==> src/rtl/mrtu_pkg.sv <==
// Shared types and codes of the Modbus RTU master transaction unit.
`default_nettype none
package mrtu_pkg;

  localparam logic [2:0] REQ_READ  = 3'd0;
  localparam logic [2:0] REQ_WRITE = 3'd1;
  localparam logic [2:0] REQ_PAY   = 3'd2;
  localparam logic [2:0] REQ_RX    = 3'd3;
  localparam logic [2:0] REQ_TICK  = 3'd4;

  localparam logic [1:0] KIND_TX     = 2'd0;
  localparam logic [1:0] KIND_STATUS = 2'd1;
  localparam logic [1:0] KIND_PAY    = 2'd2;

  localparam logic [3:0] ST_OK      = 4'd0;
  localparam logic [3:0] ST_ID_ERR  = 4'd1;
  localparam logic [3:0] ST_FN_ERR  = 4'd2;
  localparam logic [3:0] ST_EXCEPT  = 4'd3;
  localparam logic [3:0] ST_CRC_ERR = 4'd4;
  localparam logic [3:0] ST_SHORT   = 4'd5;
  localparam logic [3:0] ST_OVERFL  = 4'd6;
  localparam logic [3:0] ST_WAITING = 4'd7;
  localparam logic [3:0] ST_ABNORM  = 4'd8;
  localparam logic [3:0] ST_LOST    = 4'd9;
  localparam logic [3:0] ST_BUSY    = 4'd10;

  localparam logic [15:0] CRC_POLY = 16'hA001;
  localparam logic [15:0] CRC_INIT = 16'hFFFF;
  localparam logic [7:0]  FN_WRITE_MULTI = 8'h10;
  localparam logic [7:0]  FN_EXC_FLAG    = 8'h80;
  localparam int          PAY_CAP        = 63;
  localparam int          MIN_FRAME      = 5;

  localparam logic [2:0] REG_SLAVE   = 3'd0;
  localparam logic [2:0] REG_TIMEOUT = 3'd4;

  typedef enum logic [1:0] {
    MODE_IDLE,
    MODE_READ,
    MODE_WPAY,
    MODE_WWAIT
  } mode_t;

  typedef struct packed {
    logic       init;
    logic       feed;
    logic [7:0] data;
  } crc_cmd_t;

endpackage
`default_nettype wire

==> src/rtl/modbus_rtu_master_transaction_unit.sv <==
// Modbus RTU master: request framing, reply buffering and frame checking.
//
// Input stream s_*: tuser carries the request kind, tlast marks the last write
// payload byte, tdata the remaining fields. Output stream m_*: tuser is the
// result kind (transmit byte, status, read payload byte), tlast flags the last
// result of an input item. Registers slave_address (0x0) and timeout_ticks
// (0x4) sit on the APB port; the user must write them only while the block
// is idle, as the block itself does not enforce this. The block takes one
// item at a time; s_tready is high only in its idle state. Received bytes
// that fit the buffer and ignored items are taken without leaving it.
// The frame-closing tick walks the reply buffer through one read port, once
// through the shared CRC unit for the CRC pass and again for payload bytes.
// Results wait in an output register; while the receiver stalls, an emitted
// byte is held and the emitting states wait, but the idle state still
// accepts items. Reset empties the output register, sets idle link mode and
// restores slave_address 1 and timeout_ticks 25.
`default_nettype none
module modbus_rtu_master_transaction_unit #(
  parameter int FRAME_BYTES    = 64,
  parameter int ABNORMAL_LIMIT = 3
) (
  input  wire logic        clk,
  input  wire logic        rst,
  input  wire logic        s_tvalid,
  output logic             s_tready,
  // func_code[7:0], reg_address[23:8], reg_count[30:24], data_byte[38:31]
  input  wire logic [39:0] s_tdata,
  // req_type[2:0]
  input  wire logic [2:0]  s_tuser,
  input  wire logic        s_tlast,
  output logic             m_tvalid,
  input  wire logic        m_tready,
  // out_byte[7:0], status[11:8], exception_code[19:12]
  output logic [23:0]      m_tdata,
  // result_kind[1:0]
  output logic [1:0]       m_tuser,
  output logic             m_tlast,
  input  wire logic        psel,
  input  wire logic        penable,
  input  wire logic        pwrite,
  input  wire logic [2:0]  paddr,
  input  wire logic [31:0] pwdata,
  output logic [31:0]      prdata,
  output logic             pready
);

  localparam int AW = $clog2(FRAME_BYTES);
  localparam int LW = $clog2(FRAME_BYTES + 1);
  localparam int PW = LW + 7;

  typedef enum logic [3:0] {
    S_IDLE, S_STAT, S_HDR, S_PB, S_WAIT, S_B0, S_B1, S_EXC,
    S_CRC, S_CKLO, S_CKHI, S_PAY
  } state_t;

  state_t          state, ret;
  mrtu_pkg::mode_t mode;
  logic [7:0]      slave_address;
  logic [15:0]     timeout_ticks;
  logic            started;
  logic [LW-1:0]   flen, clen, idx;
  logic [15:0]     scnt;
  logic [7:0]      pend;
  logic [2:0]      hidx;
  logic            hdr_rd, close_rd, crc_bad;
  logic [AW-1:0]   raddr;
  logic [3:0]      stat_code;
  logic [7:0]      exc_code;
  logic [15:0]     f_addr;
  logic [6:0]      f_cnt;
  logic [7:0]      f_byte;
  logic            f_fin;

  logic [7:0]         o_byte, o_exc;
  logic [3:0]         o_stat;
  logic [1:0]         o_kind;
  logic               o_valid, o_last, o_load;

  logic               accept, out_free, rx_mode, hdr_last;
  logic [2:0]         req;
  logic [7:0]         hdr_byte, rd_data;
  logic [15:0]        crc, sc_next;
  logic [LW-1:0]      plen;
  logic [PW-1:0]      pcnt;
  mrtu_pkg::crc_cmd_t crc_cmd;
  logic               mem_we;

  assign pready   = 1'b1;
  assign s_tready = (state == S_IDLE);
  assign accept   = s_tvalid && s_tready;
  assign req      = s_tuser;
  assign out_free = !o_valid || m_tready;
  assign o_load   = out_free && (state inside {S_STAT, S_HDR, S_PB, S_PAY});
  assign rx_mode  = (mode == mrtu_pkg::MODE_READ) || (mode == mrtu_pkg::MODE_WWAIT);
  assign sc_next  = (scnt == 16'hFFFF) ? scnt : scnt + 16'd1;
  assign plen     = clen - LW'(mrtu_pkg::MIN_FRAME);
  assign pcnt     = (PW'(plen) > PW'(mrtu_pkg::PAY_CAP)) ? PW'(mrtu_pkg::PAY_CAP) : PW'(plen);
  assign hdr_last = hdr_rd ? (hidx == 3'd7) : (hidx == 3'd6);

  assign m_tvalid = o_valid;
  assign m_tdata  = {4'h0, o_exc, o_stat, o_byte};
  assign m_tuser  = o_kind;
  assign m_tlast  = o_last;

  always_comb begin
    case (paddr)
      mrtu_pkg::REG_SLAVE:   prdata = {24'h0, slave_address};
      mrtu_pkg::REG_TIMEOUT: prdata = {16'h0, timeout_ticks};
      default:               prdata = 32'h0;
    endcase
  end

  always_comb begin
    case (hidx)
      3'd0:    hdr_byte = slave_address;
      3'd1:    hdr_byte = pend;
      3'd2:    hdr_byte = f_addr[15:8];
      3'd3:    hdr_byte = f_addr[7:0];
      3'd4:    hdr_byte = 8'h00;
      3'd5:    hdr_byte = {1'b0, f_cnt};
      3'd6:    hdr_byte = hdr_rd ? crc[7:0] : {f_cnt, 1'b0};
      default: hdr_byte = crc[15:8];
    endcase
  end

  always_comb begin
    crc_cmd = '0;
    mem_we  = 1'b0;
    case (state)
      S_IDLE: begin
        if (accept && (req == mrtu_pkg::REQ_READ || req == mrtu_pkg::REQ_WRITE) &&
            mode == mrtu_pkg::MODE_IDLE) begin
          crc_cmd.init = 1'b1;
        end
        if (accept && req == mrtu_pkg::REQ_RX && rx_mode &&
            flen < LW'(FRAME_BYTES)) begin
          mem_we = 1'b1;
        end
      end
      S_HDR: begin
        crc_cmd.data = hdr_byte;
        crc_cmd.feed = out_free && (hidx <= 3'd5 || (hidx == 3'd6 && !hdr_rd));
      end
      S_PB: begin
        crc_cmd.data = f_byte;
        crc_cmd.feed = out_free;
      end
      S_B1: begin
        crc_cmd.init = (rd_data == pend);
      end
      S_CRC: begin
        crc_cmd.data = rd_data;
        crc_cmd.feed = 1'b1;
      end
      default: ;
    endcase
  end

  mrtu_crc u_crc (
    .clk (clk),
    .rst (rst),
    .cmd (crc_cmd),
    .crc (crc)
  );

  mrtu_frame #(.AW(AW)) u_frame (
    .clk   (clk),
    .we    (mem_we),
    .waddr (AW'(flen)),
    .wdata (s_tdata[38:31]),
    .raddr (raddr),
    .rdata (rd_data)
  );

  always_ff @(posedge clk) begin
    if (rst) begin
      slave_address <= 8'd1;
      timeout_ticks <= 16'd25;
    end else if (psel && penable && pwrite) begin
      case (paddr)
        mrtu_pkg::REG_SLAVE:   slave_address <= pwdata[7:0];
        mrtu_pkg::REG_TIMEOUT: timeout_ticks <= pwdata[15:0];
        default: ;
      endcase
    end
  end

  always_ff @(posedge clk) begin
    if (rst) begin
      state   <= S_IDLE;
      ret     <= S_IDLE;
      mode    <= mrtu_pkg::MODE_IDLE;
      started <= 1'b0;
      flen    <= '0;
      scnt    <= '0;
      pend    <= '0;
      o_valid <= 1'b0;
    end else begin
      if (o_load) begin
        o_valid <= 1'b1;
      end else if (m_tready) begin
        o_valid <= 1'b0;
      end
      case (state)
        S_IDLE: begin
          if (accept) begin
            f_addr   <= s_tdata[23:8];
            f_cnt    <= s_tdata[30:24];
            f_byte   <= s_tdata[38:31];
            f_fin    <= s_tlast;
            exc_code <= 8'h00;
            case (req)
              mrtu_pkg::REQ_READ, mrtu_pkg::REQ_WRITE: begin
                if (mode != mrtu_pkg::MODE_IDLE) begin
                  stat_code <= mrtu_pkg::ST_BUSY;
                  state     <= S_STAT;
                end else begin
                  pend    <= (req == mrtu_pkg::REQ_READ) ? s_tdata[7:0]
                                                          : mrtu_pkg::FN_WRITE_MULTI;
                  hidx    <= 3'd0;
                  hdr_rd  <= (req == mrtu_pkg::REQ_READ);
                  mode    <= (req == mrtu_pkg::REQ_READ) ? mrtu_pkg::MODE_READ
                                                          : mrtu_pkg::MODE_WPAY;
                  started <= 1'b0;
                  flen    <= '0;
                  scnt    <= '0;
                  state   <= S_HDR;
                end
              end
              mrtu_pkg::REQ_PAY: begin
                if (mode == mrtu_pkg::MODE_WPAY) begin
                  state <= S_PB;
                end
              end
              mrtu_pkg::REQ_RX: begin
                if (rx_mode) begin
                  started <= 1'b1;
                  if (flen < LW'(FRAME_BYTES)) begin
                    flen <= flen + LW'(1);
                  end else begin
                    stat_code <= mrtu_pkg::ST_OVERFL;
                    state     <= S_STAT;
                  end
                end
              end
              mrtu_pkg::REQ_TICK: begin
                if (rx_mode) begin
                  if (started) begin
                    close_rd <= (mode == mrtu_pkg::MODE_READ);
                    clen     <= flen;
                    mode     <= mrtu_pkg::MODE_IDLE;
                    started  <= 1'b0;
                    flen     <= '0;
                    scnt     <= '0;
                    if (flen < LW'(mrtu_pkg::MIN_FRAME)) begin
                      stat_code <= mrtu_pkg::ST_SHORT;
                      state     <= S_STAT;
                    end else begin
                      raddr <= '0;
                      ret   <= S_B0;
                      state <= S_WAIT;
                    end
                  end else begin
                    state <= S_STAT;
                    if (sc_next > timeout_ticks) begin
                      stat_code <= mrtu_pkg::ST_LOST;
                      mode      <= mrtu_pkg::MODE_IDLE;
                      flen      <= '0;
                      scnt      <= '0;
                    end else if (sc_next > 16'(ABNORMAL_LIMIT)) begin
                      scnt      <= sc_next;
                      stat_code <= mrtu_pkg::ST_ABNORM;
                    end else begin
                      scnt      <= sc_next;
                      stat_code <= mrtu_pkg::ST_WAITING;
                    end
                  end
                end
              end
              default: ;
            endcase
          end
        end
        S_STAT: begin
          if (out_free) begin
            o_kind  <= mrtu_pkg::KIND_STATUS;
            o_byte  <= 8'h00;
            o_stat  <= stat_code;
            o_exc   <= exc_code;
            o_last  <= 1'b1;
            state   <= S_IDLE;
          end
        end
        S_HDR: begin
          if (out_free) begin
            o_kind  <= mrtu_pkg::KIND_TX;
            o_byte  <= hdr_byte;
            o_stat  <= mrtu_pkg::ST_OK;
            o_exc   <= 8'h00;
            o_last  <= hdr_last;
            hidx    <= hidx + 3'd1;
            if (hdr_last) begin
              state <= S_IDLE;
            end
          end
        end
        S_PB: begin
          if (out_free) begin
            o_kind  <= mrtu_pkg::KIND_TX;
            o_byte  <= f_byte;
            o_stat  <= mrtu_pkg::ST_OK;
            o_exc   <= 8'h00;
            o_last  <= !f_fin;
            if (f_fin) begin
              // append the CRC tail and wait for the reply
              hidx    <= 3'd6;
              hdr_rd  <= 1'b1;
              mode    <= mrtu_pkg::MODE_WWAIT;
              started <= 1'b0;
              flen    <= '0;
              scnt    <= '0;
              state   <= S_HDR;
            end else begin
              state <= S_IDLE;
            end
          end
        end
        S_WAIT: begin
          state <= ret;
        end
        S_B0: begin
          if (rd_data != slave_address) begin
            stat_code <= mrtu_pkg::ST_ID_ERR;
            state     <= S_STAT;
          end else begin
            raddr <= AW'(1);
            ret   <= S_B1;
            state <= S_WAIT;
          end
        end
        S_B1: begin
          if (rd_data != pend) begin
            if (rd_data == (pend | mrtu_pkg::FN_EXC_FLAG)) begin
              raddr <= AW'(2);
              ret   <= S_EXC;
              state <= S_WAIT;
            end else begin
              stat_code <= mrtu_pkg::ST_FN_ERR;
              state     <= S_STAT;
            end
          end else begin
            idx   <= '0;
            raddr <= '0;
            ret   <= S_CRC;
            state <= S_WAIT;
          end
        end
        S_EXC: begin
          stat_code <= mrtu_pkg::ST_EXCEPT;
          exc_code  <= rd_data;
          state     <= S_STAT;
        end
        S_CRC: begin
          state <= S_WAIT;
          if (idx + LW'(1) < clen - LW'(2)) begin
            idx   <= idx + LW'(1);
            raddr <= AW'(idx + LW'(1));
            ret   <= S_CRC;
          end else begin
            raddr <= AW'(clen - LW'(2));
            ret   <= S_CKLO;
          end
        end
        S_CKLO: begin
          crc_bad <= (rd_data != crc[7:0]);
          raddr   <= AW'(clen - LW'(1));
          ret     <= S_CKHI;
          state   <= S_WAIT;
        end
        S_CKHI: begin
          if (crc_bad || rd_data != crc[15:8]) begin
            stat_code <= mrtu_pkg::ST_CRC_ERR;
            state     <= S_STAT;
          end else if (close_rd && pcnt != '0) begin
            idx   <= '0;
            raddr <= AW'(3);
            ret   <= S_PAY;
            state <= S_WAIT;
          end else begin
            stat_code <= mrtu_pkg::ST_OK;
            state     <= S_STAT;
          end
        end
        S_PAY: begin
          if (out_free) begin
            o_kind  <= mrtu_pkg::KIND_PAY;
            o_byte  <= rd_data;
            o_stat  <= mrtu_pkg::ST_OK;
            o_exc   <= 8'h00;
            o_last  <= 1'b0;
            if (PW'(idx) + PW'(1) < pcnt) begin
              idx   <= idx + LW'(1);
              raddr <= AW'(idx + LW'(4));
              ret   <= S_PAY;
              state <= S_WAIT;
            end else begin
              stat_code <= mrtu_pkg::ST_OK;
              state     <= S_STAT;
            end
          end
        end
        default: state <= S_IDLE;
      endcase
    end
  end

endmodule
`default_nettype wire

==> src/rtl/mrtu_crc.sv <==
// Shared CRC-16 unit: clears or folds one byte per cycle.
`default_nettype none
module mrtu_crc (
  input  wire logic             clk,
  input  wire logic             rst,
  input  wire mrtu_pkg::crc_cmd_t cmd,
  output logic [15:0]           crc
);

  logic [15:0] crc_next;

  always_comb begin
    crc_next = crc ^ {8'h00, cmd.data};
    for (int k = 0; k < 8; k++) begin
      if (crc_next[0]) begin
        crc_next = (crc_next >> 1) ^ mrtu_pkg::CRC_POLY;
      end else begin
        crc_next = crc_next >> 1;
      end
    end
  end

  always_ff @(posedge clk) begin
    if (rst) begin
      crc <= mrtu_pkg::CRC_INIT;
    end else if (cmd.init) begin
      crc <= mrtu_pkg::CRC_INIT;
    end else if (cmd.feed) begin
      crc <= crc_next;
    end
  end

endmodule
`default_nettype wire

==> src/rtl/mrtu_frame.sv <==
// Reply byte buffer: one write port, one registered read port.
`default_nettype none
module mrtu_frame #(
  parameter int AW = 6
) (
  input  wire logic          clk,
  input  wire logic          we,
  input  wire logic [AW-1:0] waddr,
  input  wire logic [7:0]    wdata,
  input  wire logic [AW-1:0] raddr,
  output logic [7:0]         rdata
);

  logic [7:0] mem [2**AW];

  always_ff @(posedge clk) begin
    if (we) begin
      mem[waddr] <= wdata;
    end
    rdata <= mem[raddr];
  end

endmodule
`default_nettype wire

==> config.mk <==
export PLATFORM = sky130hd
export DESIGN_NAME = modbus_rtu_master_transaction_unit
export DESIGN_NICKNAME = d
export VERILOG_FILES = /design/src/rtl/mrtu_pkg.sv /design/src/rtl/modbus_rtu_master_transaction_unit.sv /design/src/rtl/mrtu_crc.sv /design/src/rtl/mrtu_frame.sv
export SDC_FILE = /design/constraint.sdc
export NUM_CORES = 1
export LEC_CHECK = 0
export ABC_AREA = 1
export BUFFER_PORTS_ARGS = -buffer_cell sky130_fd_sc_hd__buf_2
export CORE_ASPECT_RATIO = 0.7
export CORE_UTILIZATION = 45
export DETAILED_ROUTE_END_ITERATION = 12
export PLACE_DENSITY = 0.69
export SLEW_MARGIN = 20
export SYNTH_ARGS = -nofsm -noshare
export SYNTH_HDL_FRONTEND = slang
export SYNTH_SLANG_ARGS = --single-unit
==> constraint.sdc <==
create_clock -name clk -period 4.1 [get_ports clk]
set_input_delay 0.82 -clock clk [delete_from_list [all_inputs] [get_ports clk]]
set_output_delay 0.82 -clock clk [all_outputs]
set_load 0.02 [all_outputs]
## After elaboration in Yosys (flattened, before gate mapping)

Memories as Yosys holds them, arrays and structs flattened. A register that Yosys moved wholly into a read port is not among the register bits.
Cells that the tools add are included.

| word-level totals | value |
|---|---|
| register bits after elaboration | 176 |
| RAM bits | 512 |
| input port bits | 86 |
| output and inout bits | 62 |
| word-level logic and storage cells | 363 |
| memories | 1 |

| operators by class | value |
|---|---|
| $add $sub $neg | 9 |
| $lt $le $gt $ge | 8 |
| equal/unequal tests | 72 |
| multiplexer cells | 170 |
| bitwise logic cells | 11 |
| reductions and logical operators | 63 |

Memory list:

| name | depth | width | read ports | clocked after memory_dff | wr ports | RTL line | text |
|---|---|---|---|---|---|---|---|
| u_frame.mem | 64 | 8 | 1 | 1 | 1 | mrtu_frame.sv:14 | `logic [7:0] mem [2**AW];` |

Operators with widths:

| cell | number |
|---|---|
| $mux 16 | 16 |
| $mux 4 | 41 |
| $mux 7 | 16 |
| $pmux 16 s2 | 3 |
| $mux 6 | 13 |
| $mux 8 | 8 |
| $pmux 8 s7 | 1 |
| $pmux 4 s11 | 1 |
| $pmux 6 s7 | 1 |
| $mux 3 | 12 |
| $ne 2x2->1 const B | 17 |
| $ne 8x8->1 | 4 |
| $pmux 8 s2 | 2 |
| $pmux 8 s4 | 1 |
| $reduce_and 8->1 | 4 |
| $pmux 4 s7 | 1 |
| $pmux 7 s4 | 1 |
| $pmux 9 s3 | 1 |
| $mux 2 | 13 |
| $mux 1 | 24 |
| $ne 3x3->1 const B | 8 |
| $not 2->3 | 8 |
| $pmux 4 s6 | 1 |
| $pmux 7 s3 | 1 |
| 70 further kinds | 135 |

## Logic depth before layout (Yosys ltp)

Gate-level depths: netlist (run 1).

| depth | value |
|---|---|
| word-level depth | 22 |
| gate-level depth with buffers | 24 |
| gate-level depth less buffers | 23 |

## Hierarchy

Synthesis (run 1) repeated with hierarchy kept, for this count alone.

| second synthesis, totals | value |
|---|---|
| cell total of the unflattened synthesis | 3153 |
| area, all modules | 31913.1 um^2 |

Modules (own cells, without submodules):

| module | instances | cells each | area an instance (um^2) | seq. area each (um^2) |
|---|---|---|---|---|
| mrtu_frame | 1 | 1818 | 21325.5 | 15534.9 |
| modbus_rtu_master_transaction_unit | 1 | 1197 | 9514.1 | 4134.0 |
| mrtu_crc | 1 | 138 | 1073.5 | 320.3 |

## Least setup slack after synthesis (run 1)

OpenSTA, ideal clock, no wires.

| path | value |
|---|---|
| kind | reg-to-reg |
| start | reg scnt[0] |
| end | reg scnt[13] |
| setup time | 0.071 ns |
| data arrival time | 3.099 ns |
| required time | 4.029 ns |
| slack | 0.930 ns |
| cell stages (with the launch flop) | 21 |
| path buffers | 1 |
| period minus slack after synthesis | 3.170 ns |
| cells stage by stage | dfxtp_1 -> ha_1 -> nand2_1 -> inv_1 -> nand3_1 -> nor2_4 -> nand3_2 -> nor2_4 -> nor2_1 -> xor2_1 -> inv_1 -> ha_1 -> a21o_1 -> a31oi_1 -> o221ai_1 -> nand2_1 -> o2111ai_1 -> a21oi_1 -> clkbuf_1 -> nand3_1 -> a21oi_1 |

| on the way | value |
|---|---|
| longest elaborated chain between the ends | 9 |
| elaborated cells between the ends (all ways) | 10 |
| those cells by class | 1 x add/sub; 1 x order compare; 1 x eq/ne; 7 x mux |

Ends and longest elaborated chain:

| item | RTL line | text |
|---|---|---|
| start: declaration | modbus_rtu_master_transaction_unit.sv:62 | `logic [15:0] scnt;` |
| start signal: assignment | modbus_rtu_master_transaction_unit.sv:271 | `scnt <= sc_next;` |
| start signal: assignment | modbus_rtu_master_transaction_unit.sv:274 | `scnt <= sc_next;` |
| $add 16x1->16 or $eq 16x16->1 (tied branches) | modbus_rtu_master_transaction_unit.sv:95 | `assign sc_next = (scnt == 16'hFFFF) ? scnt : scnt + 16'd1;` |
| $mux 16 (*) | modbus_rtu_master_transaction_unit.sv:95 |  |
| $gt 16x16->1 | modbus_rtu_master_transaction_unit.sv:265 | `if (sc_next > timeout_ticks) begin` |
| $mux 16 (*) | modbus_rtu_master_transaction_unit.sv:265 |  |
| $mux 16 (*) | modbus_rtu_master_transaction_unit.sv:248 | `if (started) begin` |
| $mux 16 (*) | modbus_rtu_master_transaction_unit.sv:247 | `if (rx_mode) begin` |
| $pmux 16 s2 (*) | modbus_rtu_master_transaction_unit.sv:212 | `case (req)` |
| $mux 16 (*) | modbus_rtu_master_transaction_unit.sv:206 | `if (accept) begin` |
| $pmux 16 s2 (*) | modbus_rtu_master_transaction_unit.sv:204 | `case (state)` |

Every way passes the cells marked *; elsewhere a longest branch is shown, timed or not. The select of a mux whose other input is x is not followed.
A chain may end at the register's enable or synchronous reset.

## Worst setup path in the final report (run 1)

| path | value |
|---|---|
| start | reg scnt[0] |
| end | reg flen[3] |

| on the way | value |
|---|---|
| longest elaborated chain between the ends | 5 |
| elaborated cells between the ends (all ways) | 6 |
| those cells by class | 1 x add/sub; 1 x order compare; 2 x eq/ne; 1 x mux; 1 x reduce/logical |

Ends and longest elaborated chain:

| item | RTL line | text |
|---|---|---|
| $add 16x1->16 or $eq 16x16->1 (tied branches) | modbus_rtu_master_transaction_unit.sv:95 |  |
| $mux 16 (*) | modbus_rtu_master_transaction_unit.sv:95 |  |
| $gt 16x16->1 (*) | modbus_rtu_master_transaction_unit.sv:265 |  |
| $ne 4x4->1 (no line) (*) | n/a |  |
| $reduce_and 10->1 (no line) (*) | n/a |  |
| end signal: assignment | modbus_rtu_master_transaction_unit.sv:239 | `flen <= flen + LW'(1);` |
| end: declaration | modbus_rtu_master_transaction_unit.sv:61 | `logic [LW-1:0] flen, clen, idx;` |

Every way passes the cells marked *; elsewhere a longest branch is shown, timed or not.

==> flow_summary.ini, run 1 <==
[logic_synthesis]
synth_top_area_cell = edfxtp_1
yosysUniqueCellTypes = 53
yosysTopAreaCellShare = 0.588
ys_seq_area_frac = 0.647
synth_flop_cell = edfxtp_1
synthCells = 2931
synth.cell_area_um2 = 30900
synth-edff-count = 605
yosys_warnings = 0
avgSynthCellArea_um2 = 10.5
async_reset_ff_frac = 0
ys_ff_latch = 696
netlist_top_cells_area = edfxtp_1 59%, nor2_1 6.5%, o21ai_0 6.3%

[detailed_routing]
drt_iter0_drc = 3231
ant_nets = 0
post-route-drc-count = 2
vias = 23000
first_pass_iters = 10
vias_per_cell = 5.72
finalWirelength_um = 84400
routedWlPerCell_um = 21.0

[critical_path]
ff2ff_setup_slack_ns = 0.52
crit_path_end_kind = register
cp_common_cell = nand2_1
critPathKind = register to register
rr_startpoint = scnt[0]
cpPeakStageDelay_ns = 0.38
critPathArrivalTime_ns = 4.06
critPathBufInv = 3
crit_fanout = 9
r2r-end = flen[3]
critPathRequiredTime_ns = 4.58
path_cells = ha_1, nand2_1, inv_1, nand3_1, nor2_4, nand3_2, nor2_4, nor2_1, xor2_1, inv_1, ha_1, a21o_1, a31oi_1, o221ai_1, nand2_1, o2111ai_1, nand2_1, nand3_1, nand2_1, inv_2, nand3_1, a21oi_1
cp_slowest_cell = dfxtp_1
path_delay_family = simple AND/OR/NAND/NOR gates
start_kind = register
r2r_cells = 22

[global_routing]
grt_antenna_before_repair = 1
grt_max_degree = 179
grt_overflow = 0
grt_first_pass_wirelength_um = 127000
grt_pass1_vias = 20900
grt_usage = 0.239

[clocking]
clk_path_buf_depth = 3
cts-hold-fix-buffers = 0
cts_tree = yes
clock_sinks = 696
cts_made_buffers = 69
clockRootBuffer = clkbuf_16
clkTransAtPathRegs_ns = 0.07
clock_latency_ns = 0.62
htreeDepth = 3
postCtsSetupBuffers = 0
post_cts_resized = 0

[timing]
hold_viol = 0
rsz0062_at_grt = no
worst_pin_slew_ns = 1.07
timing.fmax_ghz = 0.279
hold_ws_ns = 0.376
relSlewSlack = 0.286
finalSetupTns_ns = 0
period_share = 0.873
fin_crit_ns = 3.58
clock_skew_ns = 0.0174
worst_slack_ns = 0.521
setup_viol = 0
slew_viol_final = 0

[power]
clock_power_share = 0.398
power_density_nw_per_um2 = 443
switching_power_mw = 3.83
p_comb_frac = 0.087
p_seq_frac = 0.515
intPower_mw = 11.7
ir_drop_uv = 333
static-leakage-power_nw = 12.7
power.share.switching = 0.247

[layout]
area.sequential_um2 = 20000
nFillCells = 5773
multi_input_area_um2 = 9450
drive_gt1_frac = 0.118
area_delta_synth_final_pct = 13.4
diodes = 0
num-nets-final = 3209

[floorplanning]
die-area_um2 = 69700
die_h_um = 221
fp-row-count = 79
core_area_um2 = 67100
start_util = 0.460
num_io_pins = 148
chipWidth_um = 315

[job]
drv_cap = 0

[placement]
dp_slack_ns = 0.573
gp_congestion = 0.949
port_buffers = 109
dpl.hpwl_um = 54800

[run_status]
outcome = complete, but fails checks
violations = design-rule violations

[min_path]
min-delay-start = s_tdata[21]
hold_class = primary input to register
holdPathStages = 1
whs_endpoint = f_addr[13]
==> cell type report <==
type | instances | share of cell area
clock buffer | 89 | 0.0524
clock inverter | 38 | 0.0102
inverter | 214 | 0.0231
multi-input combinational | 1877 | 0.270
sequential | 696 | 0.571
tap | 891 | 0.0319
timing repair buffer | 221 | 0.0415
==> power by group through the flow <==
stage	registers, mW	logic (mW)	clock network, mW
after detailed placement	8.13	1.30	0
final	7.99	1.35	6.18
after floorplan	8.13	0.858	0
after CTS	7.98	1.31	6.23
after global placement	8.13	1.30	0
after global routing	8.00	1.47	6.52
==> how the worst max path moves through the flow <==
| stage | cells past startpoint | start | to | slack, ns |
|---|---|---|---|---|
| 2_1_floorplan | 20 | scnt[0] | scnt[13] | 0.93 |
| 3_3_place_gp | 22 | scnt[0] | flen[3] | 0.60 |
| 3_5_place_dp | 22 | scnt[0] | flen[4] | 0.57 |
| 4_1_cts | 22 | scnt[0] | flen[3] | 0.54 |
| 5_1_grt | 22 | scnt[0] | flen[4] | 0.07 |
| 6_report | 22 | scnt[0] | flen[3] | 0.52 |
==> placed cells by master (no fill, tap or decap), drive strengths merged, types with 2 or more instances in the layout <==
cell,count
edfxtp,605
nor2,549
o21ai,395
nand2,302
buf,221
inv,214
o22ai,151
a21oi,107
nand3,104
dfxtp,91
clkbuf,89
ha,44
o211ai,37
clkinv,31
nand4,30
nor3,29
xor2,25
o221ai,24
conb,22
xnor2,11
nor4,8
o2111ai,5
o32ai,5
or2,5
bufinv,4
a31oi,3
a211oi,3
clkinvlp,3
a21o,2
nand3b,2
o21bai,2
o311ai,2
a221oi,2
a2111oi,2
==> cell families after synthesis <==
family / Yosys count / synth area share
XOR/XNOR: 36 / 0.0102
AND/OR/NAND/NOR: 1033 / 0.139
AO/OA/AOI/OAI: 741 / 0.135
other: 2 / 0.000243
adder cells (fa/ha/maj): 44 / 0.0178
multiplexers: 1 / 0.000324
buffers and inverters: 378 / 0.0497
flip-flops: 696 / 0.647
==> state kept, by name, indices dropped and copies added, names as in the netlist, 16 cells and up <==
name           count
scnt              16
f_addr            16
timeout_ticks     16
u_frame.mem      512
u_crc.crc         16
==> metal layers <==
metal  up-vias  GRT usage  wire length [um]
li1      10700          -                 -
met1     11100      0.380             38500
met2      1185      0.325             34700
met3       109     0.0565              9700
met4         2     0.0525              1430
met5         -    0.00551                57
==> metrics by stage <==
step | utilization | power, mW | instance area [um2] | instances
4_1_cts | 0.521 | 15.5 | 35000 | 4026
3_3_place_gp | 0.489 | 9.43 | 32800 | 3899
5_1_grt | 0.522 | 16.0 | 35000 | 4026
2_1_floorplan | - | 8.99 | 31000 | 2951
6_report | 0.522 | 15.5 | 35000 | 4026
3_5_place_dp | 0.489 | 9.44 | 32800 | 3899
==> cell usage after synthesis (all sizes together), types with 11 or more instances <==
library cell and instances:
dfxtp 91, edfxtp 605, nor3 29, o221ai 24, clkbuf 128, nand3 104, o21ai 395, a21oi 107
xnor2 11, buf 36, nor2 549, nand4 30, inv 212, o22ai 151, ha 44, xor2 25
o211ai 37, nand2 302
Note: power is estimated with default switching activity, not from simulation.
==> inputs of run 2 (changes only) <==
- CORE_MARGIN: not set -> 2
==> flow_summary.ini, run 2 (same netlist as run 1, synthesis figures left out) <==
[run_status]
outcome = complete, no violations

[timing]
slew_viol_final = 0
clock_skew_ns = 0.0355
finalSetupTns_ns = 0
period_share = 0.874
worst_pin_slew_ns = 1.02
setup_viol = 0
relSlewSlack = 0.322
fin_crit_ns = 3.58
timing.fmax_ghz = 0.279
rsz0062_at_grt = no
hold_viol = 0

[min_path]
min-delay-start = s_tdata[13]
whs_endpoint = f_addr[5]
holdPathStages = 1
hold_class = primary input to register

[detailed_routing]
first_pass_iters = 6
post-route-drc-count = 0
routedWlPerCell_um = 20.9
vias_per_cell = 5.68
drt_iter0_drc = 3296
ant_nets = 0
vias = 23000
finalWirelength_um = 84400

[critical_path]
setup.worst_path.start = scnt[0]
critPathRequiredTime_ns = 4.58
start_kind = register
critPathKind = register to register
critPathArrivalTime_ns = 4.06
r2r-end = flen[3]
ff2ff_setup_slack_ns = 0.52
rr_startpoint = scnt[0]
crit_fanout = 9
crit_path_end_kind = register
r2r_cells = 22

[layout]
layout_commonest_cell = edfxtp_1
top_register = u_frame.mem
utilization = 0.517
area_delta_synth_final_pct = 13.8
final_area_um2 = 35100
drive_gt1_frac = 0.122
largest_reg_flops = 512
layout_common_cells = 605 x edfxtp_1, 536 x nor2_1, 389 x o21ai_0
diodes = 0
num-nets-final = 3219

[clocking]
postCtsSetupBuffers = 0
clkTransAtPathRegs_ns = 0.07
htreeDepth = 3
post_cts_resized = 0
clk_path_buf_depth = 3
clock_latency_ns = 0.62
cts_tree = yes
clock_sinks = 696
cts-hold-fix-buffers = 0
clockRootBuffer = clkbuf_16
cts_made_buffers = 70

[power]
ir_drop_uv = 371
static-leakage-power_nw = 12.7
power_density_nw_per_um2 = 446

[floorplanning]
start_util = 0.454
num_io_pins = 148
die_h_um = 223
chipWidth_um = 317
fp-row-count = 80
die-area_um2 = 70800
core_area_um2 = 68000

[global_routing]
grt_max_degree = 181
grt_first_pass_wirelength_um = 128000
grt_usage = 0.236
grt_pass1_vias = 21000
grt_antenna_before_repair = 1
grt_overflow = 0

[placement]
port_buffers = 109
dpl.hpwl_um = 54600
place_area_um2 = 32900
gp_congestion = 0.940

[job]
drv_cap = 0
-- run 2: final cells by class --
type / count / area (um2)
Sequential cell: 696 / 20000
Tap cell: 902 / 1130
Multi-Input combinational cell: 1877 / 9450
Fill cell: 5916 / 32800
Clock inverter: 33 / 323
Timing Repair Buffer: 230 / 1520
Inverter: 214 / 810
Clock buffer: 93 / 1920
-- run 2: worst max-delay path by stage --
stage / to / slack [ns] / cells after the start
after floorplan: scnt[13] / 0.93 / 20
after global placement: flen[4] / 0.63 / 22
after detailed placement: flen[3] / 0.55 / 22
after CTS: flen[3] / 0.53 / 22
after global routing: flen[1] / 0.13 / 22
final: flen[3] / 0.52 / 22
-- run 2: worst max-delay path, cell delays in order, from the launching register on --
cell       delay [ns]
dfxtp_1          0.38
ha_1             0.18
nand2_1          0.07
inv_1            0.08
nand3_1          0.11
nor2_4           0.15
nand3_2          0.11
nor2_4           0.19
nor2_1           0.09
xor2_1           0.14
inv_1            0.15
ha_1             0.29
a21o_1           0.19
a31oi_1          0.18
o221ai_1         0.12
nand2_1          0.07
o2111ai_1        0.18
nand2_1          0.12
nand3_1          0.09
nand2_1          0.30
inv_2            0.12
nand3_1          0.09
a21oi_1          0.06
-- run 2: per-stage QoR --
step	power (mW)	hold slack, ns	instances	worst slack, ns
final	15.7	0.379	4045	0.517
after global routing	16.2	0.359	4045	0.128
after CTS	15.7	0.355	4045	0.528
after detailed placement	9.43	0.459	3919	0.546
after global placement	9.42	0.454	3919	0.625
after floorplan	8.99	0.406	2951	0.930
-- run 2: power breakdown --
part,leakage (nW),switching (mW),internal [mW]
Combinational,5.44,0.971,0.361
Clock,1.09,2.70,3.63
Sequential,6.20,0.116,7.87
Total,12.7,3.79,11.9
-- run 2: layer usage --
metal | vias to the layer above | GRT usage | share of wire
met5 | - | 0 | 0.00011
met4 | 2 | 0.0530 | 0.019
met3 | 122 | 0.0565 | 0.11
met2 | 1125 | 0.327 | 0.41
met1 | 11000 | 0.373 | 0.45
li1 | 10700 | - | -
